<file path="config.mk">
export PLATFORM = sky130hd
export DESIGN_NAME = ohlc_bar_vwap_twap_unit_flat
export DESIGN_NICKNAME = d
export VERILOG_FILES = /design/src/hw/rtl/ohlcb_pkg.sv /design/src/hw/rtl/ohlcb_in_if.sv /design/src/hw/rtl/ohlcb_out_if.sv /design/src/hw/rtl/ohlc_bar_vwap_twap_unit.sv /design/src/hw/rtl/ohlcb_mul.sv /design/src/hw/rtl/ohlcb_div.sv /design/src/flat_wrapper.sv
export SDC_FILE = /design/constraint.sdc
export NUM_CORES = 2
export LEC_CHECK = 0
export ABC_AREA = 0
export BUFFER_PORTS_ARGS = -buffer_cell sky130_fd_sc_hd__buf_2
export CAP_MARGIN = 20
export CELL_PAD_IN_SITES_DETAIL_PLACEMENT = 2
export CELL_PAD_IN_SITES_GLOBAL_PLACEMENT = 2
export CORE_ASPECT_RATIO = 2
export CORE_MARGIN = 5
export CORE_UTILIZATION = 30
export CTS_CLUSTER_DIAMETER = 80
export DETAILED_ROUTE_END_ITERATION = 12
export PLACE_DENSITY = 0.61
export SYNTH_ARGS = -nofsm -noshare
export SYNTH_HDL_FRONTEND = slang
export SYNTH_HIERARCHICAL = 1
export SYNTH_SLANG_ARGS = --single-unit
</file>
<file path="constraint.sdc">
create_clock -name clk -period 18.91 [get_ports clk]
set_clock_uncertainty 0.2 [all_clocks]
set_input_delay 1.891 -clock clk [delete_from_list [all_inputs] [get_ports clk]]
set_output_delay 1.891 -clock clk [all_outputs]
set_load 0.02 [all_outputs]
</file>
<file path="src/hw/rtl/ohlcb_pkg.sv">
`default_nettype none

package ohlcb_pkg;

  // Field widths on the channels
  localparam int CMD_W   = 1;
  localparam int PRICE_W = 24;
  localparam int VOL_W   = 24;
  localparam int OI_W    = 32;
  localparam int TOTAL_W = 32;

  // Internal widths
  localparam int PRICE_BITS = 24;
  localparam int TOTAL_BITS = 32;
  localparam int SUM_BITS   = 56;
  localparam int PROD_BITS  = PRICE_BITS + VOL_W;

  // Radix-4 multiplier: two multiplier bits per cycle
  localparam int MUL_DIGITS   = (PRICE_BITS + 1) / 2;
  localparam int MUL_SR_BITS  = 2 * MUL_DIGITS;
  localparam int MUL_CNT_BITS = $clog2(MUL_DIGITS + 1);

  // Restoring divider: one quotient bit per cycle
  localparam int HI_BITS      = SUM_BITS - PRICE_BITS;
  localparam int CMP_BITS     = (HI_BITS > TOTAL_BITS) ? HI_BITS : TOTAL_BITS;
  localparam int DIV_CNT_BITS = $clog2(PRICE_BITS + 1);

  // Saturating adder widths
  localparam int VADD_BITS = ((TOTAL_BITS > VOL_W) ? TOTAL_BITS : VOL_W) + 1;

  typedef logic [PRICE_W-1:0]      fprice_t;
  typedef logic [VOL_W-1:0]        vol_t;
  typedef logic [OI_W-1:0]         oi_t;
  typedef logic [TOTAL_W-1:0]      ftotal_t;
  typedef logic [PRICE_BITS-1:0]   price_t;
  typedef logic [TOTAL_BITS-1:0]   total_t;
  typedef logic [TOTAL_BITS:0]     total_ext_t;
  typedef logic [SUM_BITS-1:0]     sum_t;
  typedef logic [SUM_BITS:0]       sum_ext_t;
  typedef logic [PROD_BITS-1:0]    prod_t;
  typedef logic [MUL_SR_BITS-1:0]  mul_sr_t;
  typedef logic [MUL_CNT_BITS-1:0] mul_cnt_t;
  typedef logic [HI_BITS-1:0]      hi_t;
  typedef logic [CMP_BITS-1:0]     cmp_t;
  typedef logic [DIV_CNT_BITS-1:0] div_cnt_t;
  typedef logic [VADD_BITS-1:0]    vadd_t;

  localparam total_t TOTAL_MAX = '1;
  localparam sum_t   SUM_MAX   = '1;

  typedef enum logic [CMD_W-1:0] {
    CMD_TICK  = 1'b0,
    CMD_CLEAR = 1'b1
  } cmd_t;

  // Status of an arithmetic unit back to the sequencer
  typedef struct packed {
    logic busy;
  } unit_stat_t;

endpackage

`default_nettype wire

</file>
<file path="src/hw/rtl/ohlcb_in_if.sv">
`default_nettype none

interface ohlcb_in_if;
  logic                valid;
  logic                ready;
  ohlcb_pkg::cmd_t     command;
  ohlcb_pkg::fprice_t  price;
  ohlcb_pkg::vol_t     trade_volume;
  ohlcb_pkg::oi_t      open_interest_in;

  modport source (output valid, command, price, trade_volume, open_interest_in,
                  input ready);
  modport sink   (input valid, command, price, trade_volume, open_interest_in,
                  output ready);
endinterface

`default_nettype wire

</file>
<file path="src/hw/rtl/ohlcb_out_if.sv">
`default_nettype none

interface ohlcb_out_if;
  logic                valid;
  logic                ready;
  ohlcb_pkg::fprice_t  open_price;
  ohlcb_pkg::fprice_t  high_price;
  ohlcb_pkg::fprice_t  low_price;
  ohlcb_pkg::fprice_t  close_price;
  ohlcb_pkg::ftotal_t  total_volume;
  ohlcb_pkg::ftotal_t  ticks_seen;
  ohlcb_pkg::fprice_t  volume_weighted_average;
  ohlcb_pkg::fprice_t  time_weighted_average;
  ohlcb_pkg::oi_t      open_interest_out;

  modport source (output valid, open_price, high_price, low_price, close_price,
                  total_volume, ticks_seen, volume_weighted_average,
                  time_weighted_average, open_interest_out,
                  input ready);
  modport sink   (input valid, open_price, high_price, low_price, close_price,
                  total_volume, ticks_seen, volume_weighted_average,
                  time_weighted_average, open_interest_out,
                  output ready);
endinterface

`default_nettype wire

</file>
<file path="src/hw/rtl/ohlc_bar_vwap_twap_unit.sv">
`default_nettype none

// OHLC bar builder with VWAP and TWAP.
// in_ch: one tick transaction per valid/ready handshake. command selects a
//   new tick or a clear of the bar; price, trade_volume, open_interest_in
//   are ignored on a clear.
// out_ch: exactly one bar snapshot transaction per accepted input, in order.
// One tick is processed at a time. After acceptance the product
//   price*volume runs through a radix-4 shift-add multiplier, the bar is
//   updated, the dividers are started, then TWAP and VWAP run in two
//   parallel restoring dividers, one quotient bit per cycle, and the
//   snapshot is loaded into the output register. A clear skips the
//   arithmetic and goes straight to the output stage.
//   in_ch.ready is high only while the sequencer is idle, so a new tick is
//   not taken until the previous result is loaded into the output register.
// The result sits in an output register; a stalled receiver holds it, and
//   the next tick is taken and computed meanwhile, waiting only at the end
//   for the register to free up.
// Reset (synchronous, active low) empties the bar and drops any pending
// result.
module ohlc_bar_vwap_twap_unit (
  input wire logic   clk,
  input wire logic   rst_n,
  ohlcb_in_if.sink   in_ch,
  ohlcb_out_if.source out_ch
);

  typedef enum logic [2:0] {
    S_IDLE,
    S_MUL,
    S_UPD,
    S_DIVG,
    S_DIVW,
    S_OUT
  } state_t;

  state_t state_r;

  // Bar state
  logic                started_r;
  ohlcb_pkg::price_t   open_r;
  ohlcb_pkg::price_t   high_r;
  ohlcb_pkg::price_t   low_r;
  ohlcb_pkg::price_t   close_r;
  ohlcb_pkg::total_t   vol_sum_r;
  ohlcb_pkg::total_t   tick_cnt_r;
  ohlcb_pkg::sum_t     pv_sum_r;
  ohlcb_pkg::sum_t     p_sum_r;
  ohlcb_pkg::oi_t      oi_r;

  // Latched tick and clear marker
  ohlcb_pkg::price_t   price_l_r;
  ohlcb_pkg::vol_t     vol_l_r;
  logic                clear_r;

  // Output register
  logic                out_valid_r;
  ohlcb_pkg::fprice_t  o_open_r;
  ohlcb_pkg::fprice_t  o_high_r;
  ohlcb_pkg::fprice_t  o_low_r;
  ohlcb_pkg::fprice_t  o_close_r;
  ohlcb_pkg::ftotal_t  o_vol_r;
  ohlcb_pkg::ftotal_t  o_ticks_r;
  ohlcb_pkg::fprice_t  o_vwap_r;
  ohlcb_pkg::fprice_t  o_twap_r;
  ohlcb_pkg::oi_t      o_oi_r;

  logic                in_acc;
  logic                is_clear;
  logic                out_load;
  logic                mul_start;
  logic                div_start;
  ohlcb_pkg::price_t   price_m;
  ohlcb_pkg::prod_t    prod;
  ohlcb_pkg::unit_stat_t mul_stat;
  ohlcb_pkg::unit_stat_t tdiv_stat;
  ohlcb_pkg::unit_stat_t vdiv_stat;
  ohlcb_pkg::price_t   twap_q;
  ohlcb_pkg::price_t   vwap_q;

  // Update-step values
  ohlcb_pkg::sum_ext_t   pv_add;
  ohlcb_pkg::sum_ext_t   p_add;
  ohlcb_pkg::vadd_t      v_add;
  ohlcb_pkg::total_ext_t t_add;
  ohlcb_pkg::sum_t       pv_sum_nxt;
  ohlcb_pkg::sum_t       p_sum_nxt;
  ohlcb_pkg::total_t     vol_sum_nxt;
  ohlcb_pkg::total_t     tick_cnt_nxt;
  ohlcb_pkg::price_t     high_nxt;
  ohlcb_pkg::price_t     low_nxt;
  ohlcb_pkg::price_t     vwap_sel;

  assign in_ch.ready = (state_r == S_IDLE);
  assign in_acc      = in_ch.valid && in_ch.ready;
  assign is_clear    = (in_ch.command == ohlcb_pkg::CMD_CLEAR);
  assign price_m     = ohlcb_pkg::price_t'(in_ch.price);
  assign mul_start   = in_acc && !is_clear;
  assign div_start   = (state_r == S_DIVG);
  assign out_load    = (state_r == S_OUT) && (!out_valid_r || out_ch.ready);

  ohlcb_mul u_mul (
    .clk     (clk),
    .rst_n   (rst_n),
    .start   (mul_start),
    .mcand_a (price_m),
    .mcand_b (in_ch.trade_volume),
    .stat    (mul_stat),
    .prod    (prod)
  );

  ohlcb_div u_twap_div (
    .clk   (clk),
    .rst_n (rst_n),
    .start (div_start),
    .num   (p_sum_r),
    .den   (tick_cnt_r),
    .stat  (tdiv_stat),
    .quo   (twap_q)
  );

  ohlcb_div u_vwap_div (
    .clk   (clk),
    .rst_n (rst_n),
    .start (div_start),
    .num   (pv_sum_r),
    .den   (vol_sum_r),
    .stat  (vdiv_stat),
    .quo   (vwap_q)
  );

  // First tick of a bar adds to zero, so one saturating path covers both cases
  always_comb begin
    pv_add = ohlcb_pkg::sum_ext_t'(started_r ? pv_sum_r : '0)
           + ohlcb_pkg::sum_ext_t'(prod);
    p_add  = ohlcb_pkg::sum_ext_t'(started_r ? p_sum_r : '0)
           + ohlcb_pkg::sum_ext_t'(price_l_r);
    v_add  = ohlcb_pkg::vadd_t'(started_r ? vol_sum_r : '0)
           + ohlcb_pkg::vadd_t'(vol_l_r);
    t_add  = ohlcb_pkg::total_ext_t'(started_r ? tick_cnt_r : '0)
           + ohlcb_pkg::total_ext_t'(1);

    pv_sum_nxt   = pv_add[ohlcb_pkg::SUM_BITS] ? ohlcb_pkg::SUM_MAX
                                               : pv_add[ohlcb_pkg::SUM_BITS-1:0];
    p_sum_nxt    = p_add[ohlcb_pkg::SUM_BITS] ? ohlcb_pkg::SUM_MAX
                                              : p_add[ohlcb_pkg::SUM_BITS-1:0];
    vol_sum_nxt  = (v_add > ohlcb_pkg::vadd_t'(ohlcb_pkg::TOTAL_MAX))
                   ? ohlcb_pkg::TOTAL_MAX : ohlcb_pkg::total_t'(v_add);
    tick_cnt_nxt = t_add[ohlcb_pkg::TOTAL_BITS] ? ohlcb_pkg::TOTAL_MAX
                                                : t_add[ohlcb_pkg::TOTAL_BITS-1:0];

    high_nxt = (!started_r || price_l_r > high_r) ? price_l_r : high_r;
    low_nxt  = (!started_r || price_l_r < low_r)  ? price_l_r : low_r;

    // VWAP falls back to TWAP on zero volume
    vwap_sel = (vol_sum_r == '0) ? twap_q : vwap_q;
  end

  always_ff @(posedge clk) begin
    if (!rst_n) begin
      state_r     <= S_IDLE;
      out_valid_r <= 1'b0;
      started_r   <= 1'b0;
      open_r      <= '0;
      high_r      <= '0;
      low_r       <= '0;
      close_r     <= '0;
      vol_sum_r   <= '0;
      tick_cnt_r  <= '0;
      pv_sum_r    <= '0;
      p_sum_r     <= '0;
      oi_r        <= '0;
    end else begin
      if (out_load) begin
        out_valid_r <= 1'b1;
      end else if (out_ch.ready) begin
        out_valid_r <= 1'b0;
      end

      case (state_r)
        S_IDLE: begin
          if (in_acc) begin
            if (is_clear) begin
              started_r  <= 1'b0;
              open_r     <= '0;
              high_r     <= '0;
              low_r      <= '0;
              close_r    <= '0;
              vol_sum_r  <= '0;
              tick_cnt_r <= '0;
              pv_sum_r   <= '0;
              p_sum_r    <= '0;
              oi_r       <= '0;
              state_r    <= S_OUT;
            end else begin
              oi_r    <= in_ch.open_interest_in;
              state_r <= S_MUL;
            end
          end
        end
        S_MUL: begin
          if (!mul_stat.busy) begin
            state_r <= S_UPD;
          end
        end
        S_UPD: begin
          if (!started_r) begin
            open_r <= price_l_r;
          end
          started_r  <= 1'b1;
          high_r     <= high_nxt;
          low_r      <= low_nxt;
          close_r    <= price_l_r;
          vol_sum_r  <= vol_sum_nxt;
          tick_cnt_r <= tick_cnt_nxt;
          pv_sum_r   <= pv_sum_nxt;
          p_sum_r    <= p_sum_nxt;
          state_r    <= S_DIVG;
        end
        S_DIVG: begin
          state_r <= S_DIVW;
        end
        S_DIVW: begin
          if (!tdiv_stat.busy && !vdiv_stat.busy) begin
            state_r <= S_OUT;
          end
        end
        S_OUT: begin
          if (out_load) begin
            state_r <= S_IDLE;
          end
        end
        default: begin
          state_r <= S_IDLE;
        end
      endcase
    end
  end

  // Payload: latched tick and the output register
  always_ff @(posedge clk) begin
    if (in_acc) begin
      price_l_r <= price_m;
      vol_l_r   <= in_ch.trade_volume;
      clear_r   <= is_clear;
    end
    if (out_load) begin
      if (clear_r) begin
        o_open_r  <= '0;
        o_high_r  <= '0;
        o_low_r   <= '0;
        o_close_r <= '0;
        o_vol_r   <= '0;
        o_ticks_r <= '0;
        o_vwap_r  <= '0;
        o_twap_r  <= '0;
        o_oi_r    <= '0;
      end else begin
        o_open_r  <= ohlcb_pkg::fprice_t'(open_r);
        o_high_r  <= ohlcb_pkg::fprice_t'(high_r);
        o_low_r   <= ohlcb_pkg::fprice_t'(low_r);
        o_close_r <= ohlcb_pkg::fprice_t'(close_r);
        o_vol_r   <= ohlcb_pkg::ftotal_t'(vol_sum_r);
        o_ticks_r <= ohlcb_pkg::ftotal_t'(tick_cnt_r);
        o_vwap_r  <= ohlcb_pkg::fprice_t'(vwap_sel);
        o_twap_r  <= ohlcb_pkg::fprice_t'(twap_q);
        o_oi_r    <= oi_r;
      end
    end
  end

  assign out_ch.valid                   = out_valid_r;
  assign out_ch.open_price              = o_open_r;
  assign out_ch.high_price              = o_high_r;
  assign out_ch.low_price               = o_low_r;
  assign out_ch.close_price             = o_close_r;
  assign out_ch.total_volume            = o_vol_r;
  assign out_ch.ticks_seen              = o_ticks_r;
  assign out_ch.volume_weighted_average = o_vwap_r;
  assign out_ch.time_weighted_average   = o_twap_r;
  assign out_ch.open_interest_out       = o_oi_r;

`ifndef SYNTH
  // Arithmetic units are quiet whenever a new transaction can be taken
  a_idle_units: assert property (@(posedge clk) disable iff (!rst_n)
    state_r == S_IDLE |-> !mul_stat.busy && !tdiv_stat.busy && !vdiv_stat.busy)
    else $error("arithmetic unit busy while sequencer idle");

  // A clear skips the arithmetic and goes straight to the output stage
  a_clear_path: assert property (@(posedge clk) disable iff (!rst_n)
    in_acc && is_clear |=> state_r == S_OUT && !mul_stat.busy)
    else $error("clear transaction did not go to output stage");

  // A delivered bar never has its low above its high
  a_low_high: assert property (@(posedge clk) disable iff (!rst_n)
    out_ch.valid |-> out_ch.low_price <= out_ch.high_price)
    else $error("bar low above bar high");
`endif

endmodule

`default_nettype wire

</file>
<file path="src/hw/rtl/ohlcb_mul.sv">
`default_nettype none

// Radix-4 shift-add multiplier, multiplier digits taken MSB first.
module ohlcb_mul (
  input  wire logic                  clk,
  input  wire logic                  rst_n,
  input  wire logic                  start,
  input  wire ohlcb_pkg::price_t     mcand_a,
  input  wire ohlcb_pkg::vol_t       mcand_b,
  output ohlcb_pkg::unit_stat_t      stat,
  output ohlcb_pkg::prod_t           prod
);

  ohlcb_pkg::mul_sr_t  a_sr_r;
  ohlcb_pkg::vol_t     b_r;
  ohlcb_pkg::prod_t    acc_r;
  ohlcb_pkg::prod_t    acc_nxt;
  ohlcb_pkg::prod_t    pp;
  ohlcb_pkg::mul_cnt_t cnt_r;
  logic                busy_r;
  logic [1:0]          digit;

  always_comb begin
    digit   = a_sr_r[ohlcb_pkg::MUL_SR_BITS-1 -: 2];
    pp      = (digit[0] ? ohlcb_pkg::prod_t'(b_r) : '0)
            + (digit[1] ? (ohlcb_pkg::prod_t'(b_r) << 1) : '0);
    acc_nxt = (acc_r << 2) + pp;
  end

  always_ff @(posedge clk) begin
    if (!rst_n) begin
      busy_r <= 1'b0;
      cnt_r  <= '0;
    end else if (start) begin
      busy_r <= 1'b1;
      cnt_r  <= ohlcb_pkg::mul_cnt_t'(ohlcb_pkg::MUL_DIGITS);
    end else if (busy_r) begin
      cnt_r <= cnt_r - ohlcb_pkg::mul_cnt_t'(1);
      if (cnt_r == ohlcb_pkg::mul_cnt_t'(1)) begin
        busy_r <= 1'b0;
      end
    end
  end

  always_ff @(posedge clk) begin
    if (start) begin
      a_sr_r <= ohlcb_pkg::mul_sr_t'(mcand_a);
      b_r    <= mcand_b;
      acc_r  <= '0;
    end else if (busy_r) begin
      a_sr_r <= a_sr_r << 2;
      acc_r  <= acc_nxt;
    end
  end

  assign stat.busy   = busy_r;
  assign prod        = acc_r;

endmodule

`default_nettype wire

</file>
<file path="src/hw/rtl/ohlcb_div.sv">
`default_nettype none

// Restoring divider with clamped quotient. An over-range quotient or a zero
// divisor is settled at start; otherwise one quotient bit per cycle.
module ohlcb_div (
  input  wire logic                  clk,
  input  wire logic                  rst_n,
  input  wire logic                  start,
  input  wire ohlcb_pkg::sum_t       num,
  input  wire ohlcb_pkg::total_t     den,
  output ohlcb_pkg::unit_stat_t      stat,
  output ohlcb_pkg::price_t          quo
);

  ohlcb_pkg::hi_t        hi;
  logic                  ovf;
  ohlcb_pkg::total_t     den_r;
  ohlcb_pkg::total_t     rem_r;
  ohlcb_pkg::price_t     lo_sr_r;
  ohlcb_pkg::price_t     q_r;
  ohlcb_pkg::div_cnt_t   cnt_r;
  logic                  busy_r;
  ohlcb_pkg::total_ext_t rem2;
  ohlcb_pkg::total_ext_t diff;
  logic                  ge;

  always_comb begin
    hi   = num[ohlcb_pkg::SUM_BITS-1:ohlcb_pkg::PRICE_BITS];
    ovf  = ohlcb_pkg::cmp_t'(hi) >= ohlcb_pkg::cmp_t'(den);
    rem2 = {rem_r, lo_sr_r[ohlcb_pkg::PRICE_BITS-1]};
    diff = rem2 - ohlcb_pkg::total_ext_t'(den_r);
    ge   = rem2 >= ohlcb_pkg::total_ext_t'(den_r);
  end

  always_ff @(posedge clk) begin
    if (!rst_n) begin
      busy_r <= 1'b0;
      cnt_r  <= '0;
    end else if (start) begin
      busy_r <= (den != '0) && !ovf;
      cnt_r  <= ohlcb_pkg::div_cnt_t'(ohlcb_pkg::PRICE_BITS);
    end else if (busy_r) begin
      cnt_r <= cnt_r - ohlcb_pkg::div_cnt_t'(1);
      if (cnt_r == ohlcb_pkg::div_cnt_t'(1)) begin
        busy_r <= 1'b0;
      end
    end
  end

  always_ff @(posedge clk) begin
    if (start) begin
      den_r   <= den;
      lo_sr_r <= num[ohlcb_pkg::PRICE_BITS-1:0];
      // hi < den whenever the loop runs, so it fits the remainder
      rem_r   <= ohlcb_pkg::total_t'(hi);
      q_r     <= (den != '0 && ovf) ? '1 : '0;
    end else if (busy_r) begin
      rem_r   <= ge ? diff[ohlcb_pkg::TOTAL_BITS-1:0]
                    : rem2[ohlcb_pkg::TOTAL_BITS-1:0];
      q_r     <= {q_r[ohlcb_pkg::PRICE_BITS-2:0], ge};
      lo_sr_r <= {lo_sr_r[ohlcb_pkg::PRICE_BITS-2:0], 1'b0};
    end
  end

  assign stat.busy   = busy_r;
  assign quo         = q_r;

endmodule

`default_nettype wire
</file>
<file path="src/flat_wrapper.sv">
// flat-port wrapper written by rule: the top's interface ports become plain ports
module ohlc_bar_vwap_twap_unit_flat 
  (clk, rst_n, in_ch_valid, in_ch_command, in_ch_price, in_ch_trade_volume, in_ch_open_interest_in, in_ch_ready, out_ch_valid, out_ch_open_price, out_ch_high_price, out_ch_low_price, out_ch_close_price, out_ch_total_volume, out_ch_ticks_seen, out_ch_volume_weighted_average, out_ch_time_weighted_average, out_ch_open_interest_out, out_ch_ready);
  ohlcb_in_if in_ch_i ();
  ohlcb_out_if out_ch_i ();
  input wire logic clk;
  input wire logic rst_n;
  input wire logic [$bits(in_ch_i.valid)-1:0] in_ch_valid;
  input wire logic [$bits(in_ch_i.command)-1:0] in_ch_command;
  input wire logic [$bits(in_ch_i.price)-1:0] in_ch_price;
  input wire logic [$bits(in_ch_i.trade_volume)-1:0] in_ch_trade_volume;
  input wire logic [$bits(in_ch_i.open_interest_in)-1:0] in_ch_open_interest_in;
  output wire logic [$bits(in_ch_i.ready)-1:0] in_ch_ready;
  output wire logic [$bits(out_ch_i.valid)-1:0] out_ch_valid;
  output wire logic [$bits(out_ch_i.open_price)-1:0] out_ch_open_price;
  output wire logic [$bits(out_ch_i.high_price)-1:0] out_ch_high_price;
  output wire logic [$bits(out_ch_i.low_price)-1:0] out_ch_low_price;
  output wire logic [$bits(out_ch_i.close_price)-1:0] out_ch_close_price;
  output wire logic [$bits(out_ch_i.total_volume)-1:0] out_ch_total_volume;
  output wire logic [$bits(out_ch_i.ticks_seen)-1:0] out_ch_ticks_seen;
  output wire logic [$bits(out_ch_i.volume_weighted_average)-1:0] out_ch_volume_weighted_average;
  output wire logic [$bits(out_ch_i.time_weighted_average)-1:0] out_ch_time_weighted_average;
  output wire logic [$bits(out_ch_i.open_interest_out)-1:0] out_ch_open_interest_out;
  input wire logic [$bits(out_ch_i.ready)-1:0] out_ch_ready;
  assign in_ch_i.valid = in_ch_valid;
  assign in_ch_i.command = in_ch_command;
  assign in_ch_i.price = in_ch_price;
  assign in_ch_i.trade_volume = in_ch_trade_volume;
  assign in_ch_i.open_interest_in = in_ch_open_interest_in;
  assign in_ch_ready = in_ch_i.ready;
  assign out_ch_valid = out_ch_i.valid;
  assign out_ch_open_price = out_ch_i.open_price;
  assign out_ch_high_price = out_ch_i.high_price;
  assign out_ch_low_price = out_ch_i.low_price;
  assign out_ch_close_price = out_ch_i.close_price;
  assign out_ch_total_volume = out_ch_i.total_volume;
  assign out_ch_ticks_seen = out_ch_i.ticks_seen;
  assign out_ch_volume_weighted_average = out_ch_i.volume_weighted_average;
  assign out_ch_time_weighted_average = out_ch_i.time_weighted_average;
  assign out_ch_open_interest_out = out_ch_i.open_interest_out;
  assign out_ch_i.ready = out_ch_ready;
  ohlc_bar_vwap_twap_unit u_core (.clk(clk), .rst_n(rst_n), .in_ch(in_ch_i), .out_ch(out_ch_i));
endmodule
</file>
# After elaboration in Yosys (flattened, before gate mapping)
# Index checks and enable logic that the tools add are counted.
# word_totals
regBits	935
in_bits	85
out_inout_bits	242
wordCells	187
# op_classes
add_sub_neg	11
magnitude_cmp	7
n_eq_ne	16
mux	73
bitwise_logic	1
reduce_logical	35
# op_table
cell	n
24-bit two-way mux	19
32-bit two-way mux	13
56-bit two-way mux	6
56-bit one-hot mux with 2 select lines	2
24-bit one-hot mux with 2 select lines	4
32-bit one-hot mux with 2 select lines	2
33-bit by 32-bit >= comparator with 1-bit output	2
32-bit >= comparator	2
32-bit nonzero test	2
32-bit subtractor	2
57-bit by 24-bit adder with 57-bit output	1
57-bit by 48-bit adder with 57-bit output	1
48-bit by 25-bit adder with 48-bit output	1
48-bit adder	1
33-bit by 1-bit adder with 33-bit output, second input constant	1
33-bit by 24-bit adder with 33-bit output	1
33-bit by 32-bit greater-than comparator with 1-bit output, second input constant	1
32-bit logical NOT	1
25-bit two-way mux	1
24-bit greater-than comparator	1
24-bit less-than comparator	1
5-bit two-way mux	4
3-bit one-hot mux with 6 select lines	1
4-bit AND reduction	4
22 further kinds	69

# Logic depth before layout (Yosys ltp)
# logic_depth
ltp_word	5
mapped_depth	19
mapped_depth_nobuf	14

# Modules after synthesis
# The synthesis kept the hierarchy.
# modules_own_cells
mod	instances	cells_each	area_per_inst_um2	seq_area_each_um2
ohlc_bar_vwap_twap_unit	1	3222	30336.6	14864.3
ohlcb_div	2	745	7689.9	3483.3
ohlcb_mul	1	597	6284.8	2502.4

# Worst setup path before layout
# No wires, ideal clock.
# synth_path
path_type	input to register
from	input port out_ch_ready
to	register u_core.o_close_r[0] (netlist: u_core/out_ch.close_price[0]) (enable)
setup_ps	872
arrival_ps	12544
required_ps	17838
slack_ps	5295
stages	2
n_path_buf	0
path_cell_list	nand2b_1 nor2b_1
# synth_between
elab_chain_cells	2
# synth_rtl
item	line	source
start, declared	flat_wrapper.sv:24	input wire logic [$bits(out_ch_i.ready)-1:0] out_ch_ready;
1-bit logical OR	ohlc_bar_vwap_twap_unit.sv:100	assign out_load = (state_r == S_OUT) && (!out_valid_r || out_ch.ready);
1-bit logical AND	ohlc_bar_vwap_twap_unit.sv:100	
named net u_core.out_load	ohlc_bar_vwap_twap_unit.sv:70	logic out_load;
end signal, assigned	ohlc_bar_vwap_twap_unit.sv:262	o_close_r <= ohlcb_pkg::fprice_t'(close_r);
end, declared	ohlc_bar_vwap_twap_unit.sv:61	ohlcb_pkg::fprice_t o_close_r;
# The timed path passes the listed nets, and every way through them passes these cells.
# A chain may end at the register's enable or synchronous reset.

# Final worst setup path
# layout_path
from	register u_core.started_r
to	register u_core.p_sum_r[43]
# layout_between
elab_chain_cells	4
# layout_rtl
item	line	source
start, declared	ohlc_bar_vwap_twap_unit.sv:40	logic started_r;
start signal, assigned	ohlc_bar_vwap_twap_unit.sv:163	started_r <= 1'b0;
start signal, assigned	ohlc_bar_vwap_twap_unit.sv:184	started_r <= 1'b0;
start signal, assigned	ohlc_bar_vwap_twap_unit.sv:210	started_r <= 1'b1;
56-bit two-way mux	ohlc_bar_vwap_twap_unit.sv:136	p_add = ohlcb_pkg::sum_ext_t'(started_r ? p_sum_r : '0)
57-bit by 24-bit adder with 57-bit output	ohlc_bar_vwap_twap_unit.sv:137	+ ohlcb_pkg::sum_ext_t'(price_l_r);
56-bit two-way mux	ohlc_bar_vwap_twap_unit.sv:145	p_sum_nxt = p_add[ohlcb_pkg::SUM_BITS] ? ohlcb_pkg::SUM_MAX
56-bit one-hot mux with 2 select lines	ohlc_bar_vwap_twap_unit.sv:180	case (state_r)
end signal, assigned	ohlc_bar_vwap_twap_unit.sv:217	p_sum_r <= p_sum_nxt;
end, declared	ohlc_bar_vwap_twap_unit.sv:48	ohlcb_pkg::sum_t p_sum_r;
# No other way between the ends.

==> summary.md <==
| Metric | Value |
|---|---|
| Outcome | finished clean |
| Req. time, crit path | 19.28 ns |
| Die Span Y | 598.8 um |
| Post-CTS sizing | 0 |
| Async SR Flop Fraction | 0 |
| PortBufs | between 300 and 400 |
| FF-to-FF path depth | 15 |
| Synth Flop Type | edfxtp_1 |
| DRT Wirelength | between 200 and 250 mm |
| Synth unique cells | 113 |
| Critical path startpoint | u_core/started_r$_SDFFE_PN0P_ |
| Initial antenna violation count | 16 |
| Syn Area/Cell | roughly 9.8 um^2 |
| I/O Pins | ~330 |
| Final worst slack | roughly 13 ns |
| Root Buffer | clkbuf_16 |
| RR Endpoint | u_core/p_sum_r[43]$_SDFFE_PN0P_ |
| Number of remaining DRC errors | 0 |
| Worst setup path class | flip-flop to flip-flop |
| Iter 0 DRT Violations | between 1500 and 2000 |
| Hold crit path type | flip-flop to flip-flop |
| Register share of total power | 0.393 |
| Wire per inst | 25.59 um |
| Multi-input logic area | 25370 um^2 |
| Total power | around 7.0 mW |
| Cells after Synth | about 5300 |
| Top cells by area, synth | edfxtp_1 32%, dfxtp_1 14%, ha_1 7.3% |
| Via count | approximately 42000 |
| Hold_sp | u_core/pv_sum_r[23]$_SDFFE_PN0P_ |
| Post-CTS setup buffers | 0 |
| Clock share of power | 0.302 |
| Worst vdd ir | 0.1079 mV |
| Power Dens Cells | 117.8 nW/um^2 |
| Clock Pin Slew Worst Setup and Hold Paths | 0.07 ns |
| Final TNS setup | 0 ns |
| Synth warn | 6 |
| Sw Pwr | 2.584 mW |
| Most frequent cells in the layout | 561 x edfxtp_1, 487 x nand2_1, 377 x a21oi_1 |
| Clock sinks | 935 |
| # setup viols final | 0 |
| Avg Vias per Cell | 5.285 |
| DR pass1 iterations | 5 |
| Final core utilization | 0.3443 |
| Fillers | 18810 |
| Met1 WL | a little over 70 mm |
| Worst slew pin tran | 1.125 ns |
| P_int | 4.423 mW |
| Pleak | between 20 and 25 nW |
| R2r setup slk | 13.46 ns |
| Global-route wire length before repair | 299.6 mm |
| Seq cells post-synth | around 940 |
| CP endpoint kind | flip-flop |
| Crit path DAT | 5.82 ns |
| Max Fclk | 0.1833 GHz |
| # H-tree levels | 3 |
| DIE AREA | around 180000 um^2 |
| Final min period | 5.455 ns |
| Pre-CTS setup slack | 13.45 ns |
| Max capacitance violation total | 0 |
| Row Count | 216 |
| Met2 Wirelength | 112.2 mm |
| Vias in the first global route | 46390 |
| ANT nets after route | 0 |
| Clk_lat worst skew | roughly 0.74 ns |
| Critical R2R Launch | u_core/started_r$_SDFFE_PN0P_ |
| Final Hold Vio Count | 0 |
| Most common cell after layout, fill and taps aside | edfxtp_1 |
| Net Sw Frac | 0.3688 |
| Overall Global Routing Usage | 0.2143 |
| Highest routed layer | met5 |
| RSZ-0062 raised after global routing | false |
| Layout cells sized above 1 | 0.1263 |
| Register Area | 24340 um^2 |
| Met3 WL post-DR | 5.883 mm |
| Placer Congestion | between 0.8 and 0.9 |
| Leading area contributor after synthesis | edfxtp_1 |
| Hpwl dp | 150.0 mm |
| Worst Setup Start Kind | flip-flop |
| Slew Limit Fails | 0 |
| Starting density of the core | 0.3011 |
| Fin crit share | 0.2885 |
| NumNets Final | 5939 |
| CTS Buf Count | 96 |
| EDFF count, synth | 561 |
| Logic pwr share | 0.306 |
| Max FO, Critical Path | 87 |
| Die Width | a little over 300 um |
| Hold path endpoint | u_core/pv_sum_r[23]$_SDFFE_PN0P_ |
| Worst Hold Path Cells | 2 |
| Core area | 172700 um^2 |
| CTS max path bufs | 3 |
| Synth Net Count | 5726 |
| Post-synthesis sequential area ratio | 0.4679 |
| CTS tree | done |
| CTS Hold Bufs | 0 |
| Post-Syn Area | 52000 um^2 |
| Layout area overhead | 14.34% |
| GRT overflow | 0 |
| Yosys top cell area share | 0.3240 |
| Largest net degree at the start of global routing | 183 |
| Slew headroom | 0.2503 |
-- flip-flops by register name (all words and copies together), names as in the netlist, 32 cells and up --
register                         cells
u_core/u_vwap_div/rem_r             32
u_core/u_vwap_div/den_r             32
u_core/out_ch.total_volume          32
u_core/pv_sum_r                     56
u_core/u_twap_div/den_r             32
u_core/u_mul/prod                   48
u_core/out_ch.ticks_seen            32
u_core/out_ch.open_interest_out     32
u_core/p_sum_r                      56
u_core/oi_r                         32
u_core/tick_cnt_r                   32
u_core/u_twap_div/rem_r             32
u_core/vol_sum_r                    32
-- power groups by stage --
stage               Clock (mW)  Combinational [mW]  Sequential (mW)
floorplan                    0                1.41             2.73
global placement             0                2.09             2.81
detailed placement           0                2.14             2.81
CTS                       2.19                2.16             2.77
global route              2.26                2.35             2.78
finish                    2.11                2.14             2.75
-- cell families (layout without fill, tap and decap cells) --
logic type               Yosys count  after routing  synth area share
AO/OA/AOI/OAI                   1297           1297            0.1607
XOR/XNOR                         184            184           0.03099
multiplexers                     162            162           0.03282
other                              0              6                 0
AND/OR/NAND/NOR                 1805           1805            0.1769
flip-flops                       935            935            0.4679
buffers and inverters            594            889           0.04668
adder cells (fa/ha/maj)          332            332           0.08392
-- worst max-delay path, stage by stage, from the launching register on --
cell and delay, ns:
dfxtp_4 0.60, buf_4 0.51, buf_12 0.41, and2_1 0.20, ha_1 0.31, a21o_1 0.24
a21o_1 0.19, a221o_1 0.35, a221o_1 0.29, a31o_2 0.27, a31oi_4 0.51, nor4_4 0.21
buf_4 0.27, nand2_1 0.36, o31a_1 0.20, o22ai_1 0.07
-- through the flow --
stage | area [um^2] | cells | hold WS [ns]
finish | 59460 | 7899 | 0.2525
global route | 59450 | 7894 | 0.2774
CTS | 59360 | 7889 | 0.2555
detailed placement | 55940 | 7709 | 0.2466
global placement | 55920 | 7708 | 0.2328
floorplan | 52000 | 5309 | 0.2220
-- per-layer routing --
metal / global-route usage / up-vias
met4: 0.1034 / 10
met2: 0.4314 / 723
met1: 0.2161 / 21180
li1: - / 19520
met5: 0 / -
met3: 0.02410 / 310
-- final cells by class --
class | count | share of cell area
repair buffers | 401 | 0.03847
clock inverters | 56 | 0.01429
flip-flops and latches | 935 | 0.4093
well taps | 2289 | 0.04817
diodes | 6 | 0.0002525
inverters | 308 | 0.01953
clock buffers | 124 | 0.04320
multi-input cells | 3780 | 0.4268
-- synth_stat cells (13+ instances only) --
master and count:
a211oi_1 35, a21boi_0 13, a21o_1 129, a21oi_1 377
a221o_1 15, a22o_1 17, a22oi_1 34, a31oi_1 46
and2_1 160, and3_1 36, and4_1 16, buf_1 16
buf_2 27, buf_6 18, clkbuf_1 217, dfxtp_1 374
edfxtp_1 561, fa_1 28, ha_1 304, inv_1 307
mux2_2 68, mux2i_1 94, nand2_1 488, nand2b_1 47
nand3_1 145, nand3b_1 44, nand4_1 74, nor2_1 347
nor2b_1 218, nor3_1 68, nor3b_1 41, nor4_1 46
o211ai_1 33, o21a_1 31, o21ai_0 327, o21ai_1 14
o21bai_1 27, o311ai_0 35, o31ai_1 26, or3_1 28
xnor2_1 106, xor2_1 78
-- worst max-delay path by stage --
stage	end	slack, ns	depth (start not counted)
final	u_core/p_sum_r[43]$_SDFFE_PN0P_	13.46	15
after global routing	u_core/p_sum_r[43]$_SDFFE_PN0P_	13.21	15
after CTS	u_core/p_sum_r[43]$_SDFFE_PN0P_	13.42	15
after detailed placement	u_core/p_sum_r[43]$_SDFFE_PN0P_	13.45	15
after global placement	u_core/p_sum_r[43]$_SDFFE_PN0P_	13.45	15
after floorplan	u_core/out_ch.close_price[0]$_SDFFCE_PP0P_	5.29	2
(Power assumes the default switching activity.)
